### src/rtl/sfcp_pkg.sv
// Shared types and constants for the sync frame command parser.
package sfcp_pkg;

    localparam int unsigned BYTE_W     = 8;
    localparam int unsigned SPEED_W    = 16;
    localparam int unsigned LIMIT_W    = 15;
    localparam int unsigned CFG_INDEX_W = 8;
    localparam int unsigned CFG_DATA_W = 15;

    // Body is control, V high, V low, W high, W low, checksum
    localparam int unsigned BODY_LEN   = 6;
    localparam int unsigned IDX_W      = 3;

    localparam logic [BYTE_W-1:0] HDR_FIRST  = 8'h55;
    localparam logic [BYTE_W-1:0] HDR_SECOND = 8'hAA;

    localparam logic [CFG_INDEX_W-1:0] REG_SPEED_CTRL  = 8'd0;
    localparam logic [CFG_INDEX_W-1:0] REG_SPEED_LIMIT = 8'd1;

    localparam logic [BYTE_W-1:0]  SPEED_CTRL_RESET  = 8'd1;
    localparam logic [LIMIT_W-1:0] SPEED_LIMIT_RESET = 15'd1000;

    typedef enum logic [1:0] {
        ST_ACCEPTED = 2'd0,
        ST_CSUM_BAD = 2'd1,
        ST_CTRL_BAD = 2'd2
    } status_t;

endpackage

### src/rtl/sfcp_clamp.sv
// Symmetric clamp of a signed speed to plus or minus a limit.
module sfcp_clamp
    import sfcp_pkg::*;
(
    input  logic signed [SPEED_W-1:0] value,
    input  logic        [LIMIT_W-1:0] limit,
    output logic signed [SPEED_W-1:0] result
);

    logic signed [SPEED_W-1:0] pos_lim;
    logic signed [SPEED_W-1:0] neg_lim;

    // limit is at most 32767, so its negation always fits
    assign pos_lim = $signed({1'b0, limit});
    assign neg_lim = -pos_lim;

    always_comb
    begin
        if (value > pos_lim)
        begin
            result = pos_lim;
        end
        else if (value < neg_lim)
        begin
            result = neg_lim;
        end
        else
        begin
            result = value;
        end
    end

endmodule

### src/rtl/sync_frame_command_parser_core.sv
// Latency: a result is presented the cycle after the checksum byte's request is taken.
// Throughput: one byte per cycle; a single result register follows the parser state.
// The parser takes header and body bytes while a result waits; only a checksum
// byte stalls, and only while the previous result is still held.
// Reset (rst_n low, asynchronous): hunt for the header, no result pending,
// speed_ctrl_reg = 1, speed_limit_reg = 1000.
module sync_frame_command_parser_core
    import sfcp_pkg::*;
(
    input  logic                      clk,
    input  logic                      rst_n,

    input  logic                      in_valid,
    output logic                      in_ready,
    input  logic [BYTE_W-1:0]         rx_byte,

    output logic                      out_valid,
    input  logic                      out_ready,
    output logic [1:0]                frame_status,
    output logic [BYTE_W-1:0]         ctrl_byte,
    output logic signed [SPEED_W-1:0] raw_forward,
    output logic signed [SPEED_W-1:0] raw_turn,
    output logic signed [SPEED_W-1:0] forward_clamped,
    output logic signed [SPEED_W-1:0] turn_clamped,

    input  logic                      cfg_valid,
    output logic                      cfg_ready,
    input  logic [CFG_INDEX_W-1:0]    cfg_index,
    input  logic [CFG_DATA_W-1:0]     cfg_data
);

    typedef enum logic [1:0] {
        PH_HUNT1 = 2'd0,
        PH_HUNT2 = 2'd1,
        PH_BODY  = 2'd2
    } phase_t;

    localparam logic [IDX_W-1:0] LAST_IDX = IDX_W'(BODY_LEN - 1);

    phase_t                    phase_reg, phase_next;
    logic [IDX_W-1:0]          idx_reg, idx_next;
    logic [BYTE_W-1:0]         sum_reg, sum_next;
    logic [BYTE_W-1:0]         frame_reg [0:BODY_LEN-2];
    logic                      store_en;
    logic                      emit;
    logic                      last_byte;
    logic                      in_take;

    logic [BYTE_W-1:0]         speed_ctrl_reg;
    logic [LIMIT_W-1:0]        speed_limit_reg;

    logic                      out_valid_reg, out_valid_next;
    status_t                   status_reg, status_next;
    logic [BYTE_W-1:0]         ctrl_reg;
    logic signed [SPEED_W-1:0] raw_fwd_reg, raw_turn_reg;
    logic signed [SPEED_W-1:0] fwd_clamp_reg, turn_clamp_reg;

    logic signed [SPEED_W-1:0] fwd_word, turn_word;
    logic signed [SPEED_W-1:0] fwd_clamp, turn_clamp;

    // ---------------------------------------------------------------- config
    assign cfg_ready = 1'b1;

    always_ff @(posedge clk or negedge rst_n)
    begin
        if (!rst_n)
        begin
            speed_ctrl_reg  <= SPEED_CTRL_RESET;
            speed_limit_reg <= SPEED_LIMIT_RESET;
        end
        else if (cfg_valid && cfg_ready)
        begin
            if (cfg_index == REG_SPEED_CTRL)
            begin
                speed_ctrl_reg <= cfg_data[BYTE_W-1:0];
            end
            else if (cfg_index == REG_SPEED_LIMIT)
            begin
                speed_limit_reg <= cfg_data[LIMIT_W-1:0];
            end
        end
    end

    // ---------------------------------------------------------------- parser
    assign last_byte = (phase_reg == PH_BODY) && (idx_reg == LAST_IDX);
    assign in_ready  = !(last_byte && out_valid_reg && !out_ready);
    assign in_take   = in_valid && in_ready;

    assign fwd_word  = $signed({frame_reg[1], frame_reg[2]});
    assign turn_word = $signed({frame_reg[3], frame_reg[4]});

    sfcp_clamp u_fwd_clamp (
        .value  (fwd_word),
        .limit  (speed_limit_reg),
        .result (fwd_clamp)
    );

    sfcp_clamp u_turn_clamp (
        .value  (turn_word),
        .limit  (speed_limit_reg),
        .result (turn_clamp)
    );

    always_comb
    begin
        phase_next = phase_reg;
        idx_next   = idx_reg;
        sum_next   = sum_reg;
        store_en   = 1'b0;
        emit       = 1'b0;
        if (in_take)
        begin
            case (phase_reg)
                PH_HUNT1:
                begin
                    if (rx_byte == HDR_FIRST)
                    begin
                        phase_next = PH_HUNT2;
                    end
                end
                PH_HUNT2:
                begin
                    if (rx_byte == HDR_SECOND)
                    begin
                        phase_next = PH_BODY;
                        idx_next   = '0;
                        sum_next   = '0;
                    end
                    else if (rx_byte != HDR_FIRST)
                    begin
                        phase_next = PH_HUNT1;
                        idx_next   = '0;
                    end
                end
                PH_BODY:
                begin
                    if (idx_reg < LAST_IDX)
                    begin
                        store_en = 1'b1;
                        sum_next = sum_reg + rx_byte;
                        idx_next = idx_reg + IDX_W'(1);
                    end
                    else
                    begin
                        // checksum byte completes the frame; beyond it is unreachable
                        emit       = (idx_reg == LAST_IDX);
                        phase_next = PH_HUNT1;
                        idx_next   = '0;
                    end
                end
                default:
                begin
                    phase_next = PH_HUNT1;
                    idx_next   = '0;
                end
            endcase
        end
    end

    always_comb
    begin
        if (sum_reg != rx_byte)
        begin
            status_next = ST_CSUM_BAD;
        end
        else if (frame_reg[0] != speed_ctrl_reg)
        begin
            status_next = ST_CTRL_BAD;
        end
        else
        begin
            status_next = ST_ACCEPTED;
        end
    end

    assign out_valid_next = emit || (out_valid_reg && !out_ready);

    always_ff @(posedge clk or negedge rst_n)
    begin
        if (!rst_n)
        begin
            phase_reg     <= PH_HUNT1;
            idx_reg       <= '0;
            sum_reg       <= '0;
            out_valid_reg <= 1'b0;
        end
        else
        begin
            phase_reg     <= phase_next;
            idx_reg       <= idx_next;
            sum_reg       <= sum_next;
            out_valid_reg <= out_valid_next;
            if (store_en)
            begin
                frame_reg[idx_reg] <= rx_byte;
            end
            if (emit)
            begin
                status_reg     <= status_next;
                ctrl_reg       <= frame_reg[0];
                raw_fwd_reg    <= fwd_word;
                raw_turn_reg   <= turn_word;
                fwd_clamp_reg  <= fwd_clamp;
                turn_clamp_reg <= turn_clamp;
            end
        end
    end

    assign out_valid       = out_valid_reg;
    assign frame_status    = status_reg;
    assign ctrl_byte       = ctrl_reg;
    assign raw_forward     = raw_fwd_reg;
    assign raw_turn        = raw_turn_reg;
    assign forward_clamped = fwd_clamp_reg;
    assign turn_clamped    = turn_clamp_reg;

`ifndef ASSERT_OFF
    // a checksum byte is never taken while the held result would be overwritten
    a_no_overwrite: assert property (@(posedge clk) disable iff (!rst_n)
        (in_take && last_byte) |-> (!out_valid_reg || out_ready))
        else $error("result overwritten before it was taken");

    // completed frame always yields a result next cycle
    a_emit_result: assert property (@(posedge clk) disable iff (!rst_n)
        (in_take && last_byte) |=> out_valid_reg)
        else $error("completed frame gave no result");

    // body index only moves while collecting
    a_idx_idle: assert property (@(posedge clk) disable iff (!rst_n)
        (phase_reg != PH_BODY) |-> (idx_reg == '0))
        else $error("body index set outside collection");

    // a result never appears without a completed frame
    a_no_spurious: assert property (@(posedge clk) disable iff (!rst_n)
        ($rose(out_valid_reg)) |-> ($past(in_take) && $past(last_byte)))
        else $error("result without completed frame");
`endif

endmodule

### config.mk
export PLATFORM = sky130hd
export DESIGN_NAME = sync_frame_command_parser_core
export DESIGN_NICKNAME = d
export VERILOG_FILES = /design/src/rtl/sfcp_pkg.sv /design/src/rtl/sfcp_clamp.sv /design/src/rtl/sync_frame_command_parser_core.sv
export SDC_FILE = /design/constraint.sdc
export NUM_CORES = 1
export LEC_CHECK = 0
export BUFFER_PORTS_ARGS = -buffer_cell sky130_fd_sc_hd__buf_2
export CORE_MARGIN = 3
export CORE_UTILIZATION = 40
export CTS_BUF_LIST = sky130_fd_sc_hd__clkbuf_8
export CTS_CLUSTER_SIZE = 16
export DETAILED_ROUTE_END_ITERATION = 6
export PLACE_DENSITY_LB_ADDON = 0.08
export SYNTH_ARGS = -nofsm -noshare
export SYNTH_HDL_FRONTEND = slang
export SYNTH_SLANG_ARGS = --single-unit
### constraint.sdc
create_clock -name clk -period 6.95 [get_ports clk]
set_input_delay 0.695 -clock clk [delete_from_list [all_inputs] [get_ports clk]]
set_output_delay 0.695 -clock clk [all_outputs]
set_load 0.01 [all_outputs]
After elaboration in Yosys (flattened, before gate mapping)
Memory sizes are Yosys's and may differ from the RTL's.
Index checks and enable logic that the tools add are counted.
Operators by class
  $lt $le $gt $ge: 5
  bitwise logic cells: 2
  add/sub/neg operators: 3
  mux-type cells: 25
  equal/unequal tests: 14
  reductions and logical operators: 18
Operator list (count)
  > comparator 16 bit: 2
  less-than comparator 16 bit: 2
  2-to-1 mux 16 bit: 2
  2-to-1 mux 15 bit: 2
  2-to-1 mux 8 bit: 2
  inequality test 8 bit: 2
  negation 15 -> 16 bit: 1
  one-hot mux 8 bit (2 select lines): 1
  2-to-1 mux 2 bit: 5
  2-to-1 mux 3 bit: 3
  one-hot mux 3 bit (3 select lines): 1
  adder 8 bit: 1
  == test 8 x 1 -> 1 bit, second input constant: 1
  == test 8 x 7 -> 1 bit, second input constant: 1
  == test 8 bit, second input constant: 1
  zero test 8 bit: 1
  2-to-1 mux 1 bit: 8
  inequality test 8 x 7 -> 1 bit, second input constant: 1
  AND reduction 4 bit: 2
  logical AND 1 bit: 6
  inequality test 2 bit, second input constant: 3
  one-hot mux 2 bit (3 select lines): 1
  AND reduction 3 bit: 2
  AND reduction 2 bit: 2
  other kinds (12): 14
Word-level totals
  register bits: 111
  memories: 1
  bits in writable memories: 40
  word-level logic and storage cells: 82
Memories
  frame_reg: words 5, bits a word 8, read ports 5, clocked after memory_dff 0, write ports 1, line sync_frame_command_parser_core.sv:43  | logic [BYTE_W-1:0] frame_reg [0:BODY_LEN-2];

Logic depth before layout (Yosys ltp)
Gate-level depths: netlist of run 1.
  word-level depth: 10
  depth in mapped cells: 16
  gate-level depth less buffers: 15

Modules after synthesis
Synthesis of run 1 repeated with hierarchy kept, for this count alone.
Second synthesis, totals
  cells, all modules: 723
  area, all modules: 8702.1 sq um
Modules (own cells, without submodules)
  sync_frame_command_parser_core: cells an instance 313, times used 1, area an instance 5665.4 sq um
  sfcp_clamp at u_turn_clamp: cells an instance 219, times used 1, area an instance 1605.3 sq um
  sfcp_clamp at u_fwd_clamp: cells an instance 191, times used 1, area an instance 1431.4 sq um

Worst setup path before layout of run 1
No wires, ideal clock.
  path type: register -> register
  start point: register idx_reg[1]
  end point: register ctrl_reg[0] (netlist: ctrl_byte[0]) (read register of frame_reg), enable pin
  stages on the path, launching flop included: 8
  arrival: 6.271 ns
  buffers on the path: 1
  setup slack: 0.082 ns
  required time: 6.353 ns
  cell sequence: dfrtp_1 clkbuf_1 inv_1 ha_1 nand4_1 and2_1 nand2_1 nor3_1
On the way
  longest elaborated chain between the ends: 8
RTL lines
  start: declaration: line sync_frame_command_parser_core.sv:41  | logic [IDX_W-1:0] idx_reg, idx_next;
  start signal: assignment: line sync_frame_command_parser_core.sv:190  | idx_reg <= idx_next;
  == test 3 bit: line sync_frame_command_parser_core.sv:85  | assign last_byte = (phase_reg == PH_BODY) && (idx_reg == LAST_IDX);
  logical AND 1 bit: line sync_frame_command_parser_core.sv:85
  logical AND 1 bit (2 in a row): line sync_frame_command_parser_core.sv:86  | assign in_ready = !(last_byte && out_valid_reg && !out_ready);
  zero test 1 bit: line sync_frame_command_parser_core.sv:86
  net in_ready: line sync_frame_command_parser_core.sv:14  | output logic in_ready,
  logical AND 1 bit: line sync_frame_command_parser_core.sv:87  | assign in_take = in_valid && in_ready;
  2-to-1 mux 1 bit: line sync_frame_command_parser_core.sv:111  | if (in_take)
  AND reduction 2 bit (no line)
  end: declaration: line sync_frame_command_parser_core.sv:54  | logic [BYTE_W-1:0] ctrl_reg;
The timed path passes the listed nets, and every way through them passes these cells.
A chain may end at the register's enable or synchronous reset.

Worst setup path after layout of run 1
  start point: register speed_limit_reg[2]
  end point: register fwd_clamp_reg[2] (netlist: forward_clamped[2]) (data pin)
On the way
  longest elaborated chain between the ends: 4
RTL lines
  start: declaration: line sync_frame_command_parser_core.sv:50  | logic [LIMIT_W-1:0] speed_limit_reg;
  start signal: assignment: line sync_frame_command_parser_core.sv:79  | speed_limit_reg <= cfg_data[LIMIT_W-1:0];
  negation 15 -> 16 bit: line sfcp_clamp.sv:15  | assign neg_lim = -pos_lim;
  less-than comparator 16 bit: line sfcp_clamp.sv:23  | else if (value < neg_lim)
  2-to-1 mux 16 bit: line sfcp_clamp.sv:23
  2-to-1 mux 15 bit (*): line sfcp_clamp.sv:19  | if (value > pos_lim)
  net fwd_clamp[2]: line sync_frame_command_parser_core.sv:59  | logic signed [SPEED_W-1:0] fwd_clamp, turn_clamp;
  end signal: assignment: line sync_frame_command_parser_core.sv:203  | fwd_clamp_reg <= fwd_clamp;
  end: declaration: line sync_frame_command_parser_core.sv:56  | logic signed [SPEED_W-1:0] fwd_clamp_reg, turn_clamp_reg;
The timed path passes the listed nets; every way through them passes the cells marked *.

==> results of run 1 <==
-- final cells by class --
cell class	instances	area, um2
tap	265	332
sequential	151	4360
inverter	36	135
multi-input combinational	480	3590
clock inverter	15	155
clock buffer	17	234
fill	1874	10300
timing repair buffer	121	631
-- cells by family (layout without fill, tap and decap cells) --
family / count (synthesis) / in the layout / share of synthesized area (%)
AOI/OAI and AO/OA: 145 / 145 / 11.8
xor gates and xnor gates: 29 / 29 / 3.45
adders and majority gates: 70 / 70 / 10.8
buffers and inverters: 63 / 189 / 3.05
DFF: 151 / 151 / 53.4
muxes: 40 / 40 / 5.30
other: 1 / 1 / 0.0459
and+or+nand+nor: 195 / 195 / 12.2
-- routing by layer --
| layer | up-vias | global-route usage (%) | routed length (um) |
|---|---|---|---|
| met2 | 255 | 32.8 | 10700 |
| met3 | 25 | 4.31 | 1570 |
| met1 | 3024 | 30.6 | 10600 |
| met5 | - | 0 | 13 |
| li1 | 2844 | - | - |
| met4 | 2 | 5.72 | 343 |
-- cells in the mapped netlist (5+ instances only) --
cell type  count
mux2_2        23
dfrtp_1       30
nand3_1       11
o22ai_1       23
nor3_1        31
clkbuf_1      20
nand2b_1       6
o31ai_1        8
dfstp_2        7
mux2i_1       14
inv_1         35
o311ai_1       7
o21a_1         5
nor2b_1        6
and2_1         7
edfxtp_1     114
a21o_1         9
xnor2_1       16
o21ai_0       26
o211ai_1       5
a21oi_1       34
nand2_1       51
xor2_1        11
nor2_1        39
ha_1          69
nand4_1        5
nor4_1        12
-- power by group --
part | switching, W | leakage, nW | internal [W]
logic | 0.000311 | 2.07 | 0.000193
clock network | 0.000404 | 0.195 | 0.000269
registers | 0.0000139 | 1.51 | 0.000989
total | 0.000729 | 3.78 | 0.00145
-- worst max-delay path by stage --
stage | startpoint | end | slack (ps) | cells after the start
floorplan | idx_reg[1] | ctrl_byte[0] | 80 | 7
global placement | speed_limit_reg[2] | forward_clamped[12] | 1770 | 12
detailed placement | speed_limit_reg[2] | forward_clamped[10] | 1740 | 12
CTS | speed_limit_reg[2] | forward_clamped[10] | 1740 | 12
global route | speed_limit_reg[1] | forward_clamped[10] | 1450 | 15
finish | speed_limit_reg[2] | forward_clamped[2] | 1670 | 12
-- through the flow --
| stage | worst slack, ps | total power, W |
|---|---|---|
| global placement | 1770 | 0.00151 |
| CTS | 1740 | 0.00219 |
| global route | 1450 | 0.00229 |
| finish | 1670 | 0.00218 |
| detailed placement | 1740 | 0.00152 |
| floorplan | 81.8 | 0.00138 |
==> run summary, run 1 <==
FF+latch count, synth - 151
Post-Route Setup TNS - 0 ps
Max Clk Rate - 189 MHz
Cell Pwr Density - 231 nW/um2
Die X - 149 um
top post-synthesis cells by area - edfxtp_1 (42%), ha_1 (11%), dfrtp_1 (9.2%)
Hold Vio Cnt, Final - 0
WP data required - 7140 ps
synthesized area - 8160 um2
first-pass GRT wire length - 35.4 mm
Net Count, Synth - 800
Slew @ Worst Pin - 1210 ps
CTS tree - yes
Post-synth ARST share - 24.5%
placed cell count - 1053
post-layout util - 47.7%
Seq/Total Area, Yosys - 53.4%
max reg flops - 40
largest net degree at the start of global routing - 75
Slew Limit Headroom - 19.3%
biggest area consumer among synthesized cells - edfxtp_1
Hold Buf Count CTS - 0
number of global-route vias before repair - 5982
total leakage power - 3.78 nW
Cell Rows - 51
die area - 22200 um2
post-synth top area share - 41.9%
final net count - 913
minimum clock period - 5280 ps
Worst Skew - 14.1 ps
die height - 149 um
EDFF count, synth - 114
DRT iter0 DRCs - 532
placed inst area - 9040 um2
vias per cell - 5.67
Core Area - 19800 um2
layout cells sized above 1 - 23.5%
CP delay by family, top - simple AND/OR/NAND/NOR gates
reg2reg start - speed_limit_reg[2]
RR Endpoint - forward_clamped[2]
crit path cell chain - nor3_1 -> nand3_1 -> nor4_1 -> and3_1 -> ha_1 -> and4_1 -> nor2b_1 -> o31a_1 -> a311o_1 -> a211oi_4 -> or2_1 -> o311ai_1
crit-path max FO - 15
worst min-delay path class - primary input to asynchronous set/reset pin
status - finished clean
CTS max path bufs - 2
TritonCTS Buffers - 17
Area Overhead vs Synth - 15.6%
R2R Setup Slk - 1670 ps
gr ovfl total - 0
drt pass-1 iters - 6
most common cell after layout, fill and taps aside - edfxtp_1
WL per Instance - 21.4 um
final setup violation count - 0
Slowest-stage cell, CP - nor4_1
H-tree depth - 4
GRT Total Usage - 21.2%
# resized after CTS - 0
clock root buffer - clkbuf_8
crit path DAT - 5480 ps
CTS sink cnt - 151
Critical Path Max Stage Delay - 880 ps
final wirelength - 23.2 mm
Final Cell Area - 9430 um2
Tcrit/Tclk final - 76.0%
Final HPWL DP - 17.1 mm
fin cells - 1085
maximum vdd drop - 0.113 mV
port buffer count - 111
DRC violations left - 0
most frequent cells in the layout - edfxtp_1 (114), buf_2 (111), ha_1 (69)
cells after synthesis - 694
DR vias - 6150
average size of a mapped cell - 11.8 um2
Worst Path Buf+Inv - 0
Routability Congestion - 0.893
clock latency on the worst-skew pair - 470 ps
Most used DFF post-synth - edfxtp_1
# diodes - 0
Pins Over Slew Limit - 0
Setup Buffers After CTS - 0
startpoint types - register
final hold slack - 290 ps
Distinct cells, synth - 67
I/O pins - 113
Final ANT Viol Nets - 0
Reg2Reg Depth - 12
initial antenna violation count - 1
nature of the critical path endpoint - register
Max-Cap Viols - 0
Yosys warnings - 0
Initial Util - 41.3%
Reg clk slew, reported paths - 100 ps
WS Path Type - register to register
RSZ-0062 raised after global routing - false
Note: power is estimated with default switching activity, not from simulation.
==> inputs of run 2 (changes only) <==
clock period = 5.25 ns   (was 6.95 ns; I/O delays follow)
==> run 2 against run 1 <==
Non-clock buffer count is 10 higher. Clock power up 44%. Register-to-register slack got worse by 1300 ps. Power increased by 36%. Critical path depth is 5 higher. Critical path type unchanged. Largest power group unchanged.
==> run summary, run 2 (same netlist as run 1, synthesis figures left out) <==
status - finished clean
Pins Over Slew Limit - 0 (unchanged)
die height - 149 um (unchanged)
DRC violations left - 0 (unchanged)
Cell Pwr Density - 311 nW/um2 (+35%)
die area - 22200 um2 (unchanged)
port buffer count - 111 (unchanged)
# resized after CTS - 0 (unchanged)
first-pass GRT wire length - 35.2 mm (-0.51%)
Int Pwr - 0.00207 W (+43%)
maximum vdd drop - 0.154 mV (+36%)
Cell Rows - 51 (unchanged)
I/O pins - 113 (unchanged)
startpoint types - register
crit path DAT - 5080 ps (-400 ps)
number of global-route vias before repair - 6067 (+1.4%)
WS Path Type - register to register
Slew @ Worst Pin - 1200 ps (-6.96 ps)
Slew Limit Headroom - 19.7% (+0.46 points)
Core Area - 19800 um2 (unchanged)
DRT iter0 DRCs - 511 (-3.9%)
vias per cell - 5.58 (-1.5%)
worst min-delay path class - primary input to register
crit-path max FO - 18 (+3)
final setup violation count - 0 (unchanged)
initial antenna violation count - 0 (-1)
DR vias - 6111 (-0.63%)
Clock Power Share - 32.6% (+1.7 points)
CTS max path bufs - 2 (unchanged)
Sw Share - 30.4% (-3.0 points)
most frequent cells in the layout - edfxtp_1 (114), buf_2 (111), ha_1 (69)
Worst Skew - 14.5 ps (+0.395 ps)
final wirelength - 22.5 mm (-3.2%)
final net count - 923 (+1.1%)
Final HPWL DP - 16.9 mm (-1.4%)
WP data required - 5450 ps (-1690 ps)
Setup Buffers After CTS - 0 (unchanged)
Initial Util - 41.3% (unchanged)
Flop pwr share - 44.7% (-1.3 points)
gr ovfl total - 0 (unchanged)
layout cells sized above 1 - 24.2% (+0.68 points)
CTS sink cnt - 151 (unchanged)
total leakage power - 3.87 nW (+2.2%)
H-tree depth - 4 (unchanged)
WL per Instance - 20.5 um (-4.1%)
Reg clk slew, reported paths - 90 ps (about the same)
Max Clk Rate - 205 MHz (+8.1%)
# diodes - 0 (unchanged)
Final Cell Area - 9560 um2 (+1.3%)
CTS tree - yes
clock latency on the worst-skew pair - 460 ps (about the same)
GRT Total Usage - 20.8% (-0.33 points)
Fillers - 1816 (-3.1%)
minimum clock period - 4890 ps (-396 ps)
placed inst area - 9120 um2 (+0.82%)
nature of the critical path endpoint - register
combinational power share - 22.7% (-0.4 points)
Max-Cap Viols - 0 (unchanged)
sw power - 0.000904 W (+24%)
clock root buffer - clkbuf_8
Tcrit/Tclk final - 93.0% (+17 points)
drt pass-1 iters - 5 (-1)
TritonCTS Buffers - 17 (unchanged)
Area Overhead vs Synth - 17.0%
Routability Congestion - 0.927 (+3.8%)
Hold Vio Cnt, Final - 0 (unchanged)
Die X - 149 um (unchanged)
RSZ-0062 raised after global routing - false
max reg flops - 40 (unchanged)
largest net degree at the start of global routing - 75 (unchanged)
storage element area - 4360 um2 (unchanged)
most common cell after layout, fill and taps aside - edfxtp_1
Final ANT Viol Nets - 0 (unchanged)
Post-Route Setup TNS - 0 ps (unchanged)
area of the multi-input gates - 3600 um2 (+0.17%)
-- run 2: power by group through the flow --
| stage | Combinational (W) | Sequential, W | Clock (W) |
|---|---|---|---|
| detailed placement | 0.000664 | 0.00136 | 0 |
| floorplan | 0.000476 | 0.00134 | 0 |
| CTS | 0.000668 | 0.00133 | 0.000994 |
| finish | 0.000674 | 0.00133 | 0.000969 |
| global placement | 0.000654 | 0.00136 | 0 |
| global route | 0.000748 | 0.00133 | 0.00105 |
-- run 2: repair_timing --
| action | in CTS | in global routing |
|---|---|---|
| setup endpoints to repair | 0 | 0 |
| hold buffers | 1 | 0 |
| hold endpoints to repair | 3 | 0 |
-- run 2: worst max-delay path, stage by stage, from the launching register on --
cell	delay, ps
dfrtp_1	480
inv_1	220
ha_1	350
nand2b_1	250
nor3_1	200
buf_4	180
nand2_1	60
nor3_1	420
xnor2_1	180
ha_1	350
nand3_1	110
nor2_1	180
nand2_1	80
a2111oi_0	710
o31ai_4	320
buf_4	270
mux2i_1	160
o22ai_1	90
-- run 2: path summary, 6_finish.rpt --
| kind | cells after the start | end | start | slack (ps) |
|---|---|---|---|---|
| worst max-delay path | 17 | turn_clamped[3] | speed_limit_reg[1] | 370 |
| worst min-delay path | 2 | speed_limit_reg[11] | cfg_data[11] | 290 |
| worst max register to register | 17 | turn_clamped[3] | speed_limit_reg[1] | 370 |
| worst min register to register | 0 | raw_forward[0] | frame_reg[2][0] | 460 |
| max in group asynchronous | 3 | speed_limit_reg[6] | rst_n | 4010 |
| min in group asynchronous | 2 | idx_reg[1] | rst_n | 470 |
-- run 2: per-layer routing --
metal | vias to the layer above | share of wire [%] | GRT usage (%)
li1 | 2873 | - | -
met1 | 2998 | 47 | 30.0
met5 | - | 0 | 0
met4 | 0 | 2.2 | 6.59
met2 | 210 | 46 | 31.8
met3 | 30 | 5.4 | 4.31
-- run 2: layout make-up --
class | instances | area share [%]
clock inverter | 15 | 2.02
inverter | 36 | 1.41
multi-input combinational | 480 | 37.6
timing repair buffer | 131 | 7.41
tap | 265 | 3.47
clock buffer | 17 | 2.45
sequential | 151 | 45.6
-- run 2: stage by stage --
step	std cells	power, W	worst slack, ps	util, %	hold WS [ps]
finish	1095	0.00297	365	48.3	289
detailed placement	1062	0.00202	471	46.1	395
floorplan	694	0.00182	660	-	229
global placement	1062	0.00201	543	46.1	404
CTS	1095	0.00299	455	48.3	257
global route	1095	0.00313	27.8	48.3	270
==> inputs of run 3 (changes only) <==
CTS_BUF_LIST = sky130_fd_sc_hd__clkbuf_16   (was sky130_fd_sc_hd__clkbuf_8)
==> run 3 against run 2 <==
Critical path depth stayed put. Via count is 0.26% lower. Sequential cell count stayed put. Highest routed layer unchanged. Non-clock buffer count stayed put. Critical path type unchanged. Cell count stayed put. Register-to-register slack worse by 20 ps. Largest cell class unchanged. Clock-buffer cell count stayed put. Setup slack worse by 17 ps. Largest power group unchanged.
==> run summary, run 3 (same netlist as run 1, synthesis figures left out) <==
status - finished clean
total leakage power - 3.95 nW (+2.3%)
vias per cell - 5.57 (-0.26%)
Pins Over Slew Limit - 0 (unchanged)
RSZ-0062 raised after global routing - false
drt pass-1 iters - 7 (+2)
Critical Path Max Stage Delay - 720 ps (about the same)
final setup violation count - 0 (unchanged)
CTS sink cnt - 151 (unchanged)
Area Overhead vs Synth - 19.4%
Clock Power Share - 39.2% (+6.6 points)
Worst Path Buf+Inv - 3 (unchanged)
Reg2Reg Depth - 17 (unchanged)
Cell Rows - 51 (unchanged)
sw power - 0.000944 W (+4.4%)
WP data required - 5410 ps (-40 ps)
crit path DAT - 5070 ps (about the same)
worst slack at placement - 471 ps (unchanged)
Flop pwr share - 40.4% (-4.3 points)
Max-Cap Viols - 0 (unchanged)
Tcrit/Tclk final - 93.4% (+0.33 points)
DRC violations left - 0 (unchanged)
CTS tree - yes
first-pass GRT wire length - 35.4 mm (+0.47%)
WS Path Type - register to register
fin cells - 1095 (unchanged)
Worst Slack Setup Final - 348 ps (-17.1 ps)
Final HPWL DP - 16.9 mm (unchanged)
TritonCTS Buffers - 17 (unchanged)
Routability Congestion - 0.927 (unchanged)
number of global-route vias before repair - 6065 (-0.033%)
hold path cells - 2 (unchanged)
Worst Skew - 10.1 ps (-4.46 ps)
Slew @ Worst Pin - 1170 ps (-34.1 ps)
final wirelength - 22.5 mm (about the same)
clock root buffer - clkbuf_16
Hold Vio Cnt, Final - 0 (unchanged)
port buffer count - 111 (unchanged)
nature of the critical path endpoint - register
Worst Hold Endpoint - speed_limit_reg[11]
Int Pwr - 0.00235 W (+14%)
final net count - 923 (unchanged)
layout cells sized above 1 - 24.2% (unchanged)
crit path cell chain - inv_1 -> ha_1 -> nand2b_1 -> nor3_1 -> buf_4 -> nand2_1 -> nor3_1 -> xnor2_1 -> ha_1 -> nand3_1 -> nor2_1 -> nand2_1 -> a2111oi_0 -> o31ai_4 -> buf_4 -> a21oi_1 -> o22ai_1
reg2reg start - speed_limit_reg[1]
CTS max path bufs - 2 (unchanged)
startpoint types - register
die area - 22200 um2 (unchanged)
Max Clk Rate - 204 MHz (-0.35%)
DR vias - 6095 (-0.26%)
combinational power share - 20.4% (-2.3 points)
most common cell after layout, fill and taps aside - edfxtp_1
DRT iter0 DRCs - 567 (+11%)
Slew Limit Headroom - 22.0% (+2.3 points)
Sw Share - 28.7% (-1.7 points)
RR Endpoint - turn_clamped[7]
die height - 149 um (unchanged)
clock latency on the worst-skew pair - 430 ps (-30 ps)
Final ANT Viol Nets - 0 (unchanged)
Hold Startpoint - cfg_data[11]
Core Area - 19800 um2 (unchanged)
WL per Instance - 20.5 um (about the same)
most frequent cells in the layout - edfxtp_1 (114), buf_2 (111), ha_1 (69)
H-tree depth - 4 (unchanged)
max reg flops - 40 (unchanged)
R2R Setup Slk - 350 ps (-20 ps)
Initial Util - 41.3% (unchanged)
maximum vdd drop - 0.223 mV (+45%)
Die X - 149 um (unchanged)
crit-path max FO - 18 (unchanged)
placed cell count - 1062 (unchanged)
largest net degree at the start of global routing - 75 (unchanged)
Cell Pwr Density - 338 nW/um2 (+8.6%)
I/O pins - 113 (unchanged)
Setup Buffers After CTS - 0 (unchanged)
minimum clock period - 4900 ps (+17.1 ps)
CP delay by family, top - simple AND/OR/NAND/NOR gates
initial antenna violation count - 0 (unchanged)
gr ovfl total - 0 (unchanged)
worst min-delay path class - primary input to register
Reg clk slew, reported paths - 70 ps (-20 ps)
GRT Total Usage - 21.0% (+0.13 points)
# diodes - 0 (unchanged)
Slowest-stage cell, CP - a2111oi_0
Post-Route Setup TNS - 0 ps (unchanged)
## run 3: cell types whose count changed in the layout (fill, tap and decap cells not counted)
cell,previous run,this run
clkbuf_16,0,17
clkbuf_8,17,0
## run 3: metal layers
metal  global-route usage [%]  routed length, um
met5                        0                  0
met4                     6.32                387
met3                     4.56               1290
met2                     32.1              10300
met1                     30.1              10500
## run 3: power by group through the flow
| stage | clock (W) | combinational (W) | sequential, W |
|---|---|---|---|
| final | 0.00129 | 0.000672 | 0.00133 |
| after global routing | 0.00137 | 0.000748 | 0.00133 |
| after CTS | 0.00131 | 0.000668 | 0.00133 |
| after detailed placement | 0 | 0.000664 | 0.00136 |
| after global placement | 0 | 0.000654 | 0.00136 |
| after floorplan | 0 | 0.000476 | 0.00134 |
## run 3: worst max path at each step
stage	start	end	slack, ps	cells after the start
floorplan	idx_reg[1]	ctrl_byte[0]	660	7
finish	speed_limit_reg[1]	turn_clamped[7]	350	17
detailed placement	speed_limit_reg[1]	turn_clamped[7]	470	17
CTS	speed_limit_reg[1]	turn_clamped[7]	460	17
global placement	speed_limit_reg[1]	turn_clamped[3]	540	17
global route	speed_limit_reg[1]	turn_clamped[7]	30	17
## run 3: area by class of cell
type | count | area [um2]
fill | 1795 | 10000
multi-input combinational | 480 | 3600
sequential | 151 | 4360
timing repair buffer | 131 | 708
clock buffer | 17 | 425
clock inverter | 15 | 193
inverter | 36 | 135
tap | 265 | 332
## run 3: per-stage QoR
| stage | hold WS [ps] | utilization (%) | total power (W) | area, um2 |
|---|---|---|---|---|
| floorplan | 229 | - | 0.00182 | 8170 |
| global placement | 404 | 46.1 | 0.00201 | 9120 |
| detailed placement | 395 | 46.1 | 0.00202 | 9120 |
| CTS | 308 | 49.3 | 0.00331 | 9750 |
| global route | 316 | 49.3 | 0.00346 | 9750 |
| finish | 322 | 49.3 | 0.00329 | 9750 |
## run 3: repair_timing
action / in CTS / in global routing
resized for setup: 0 / 0
hold endpoints to repair: 3 / 0
hold buffers: 1 / 0
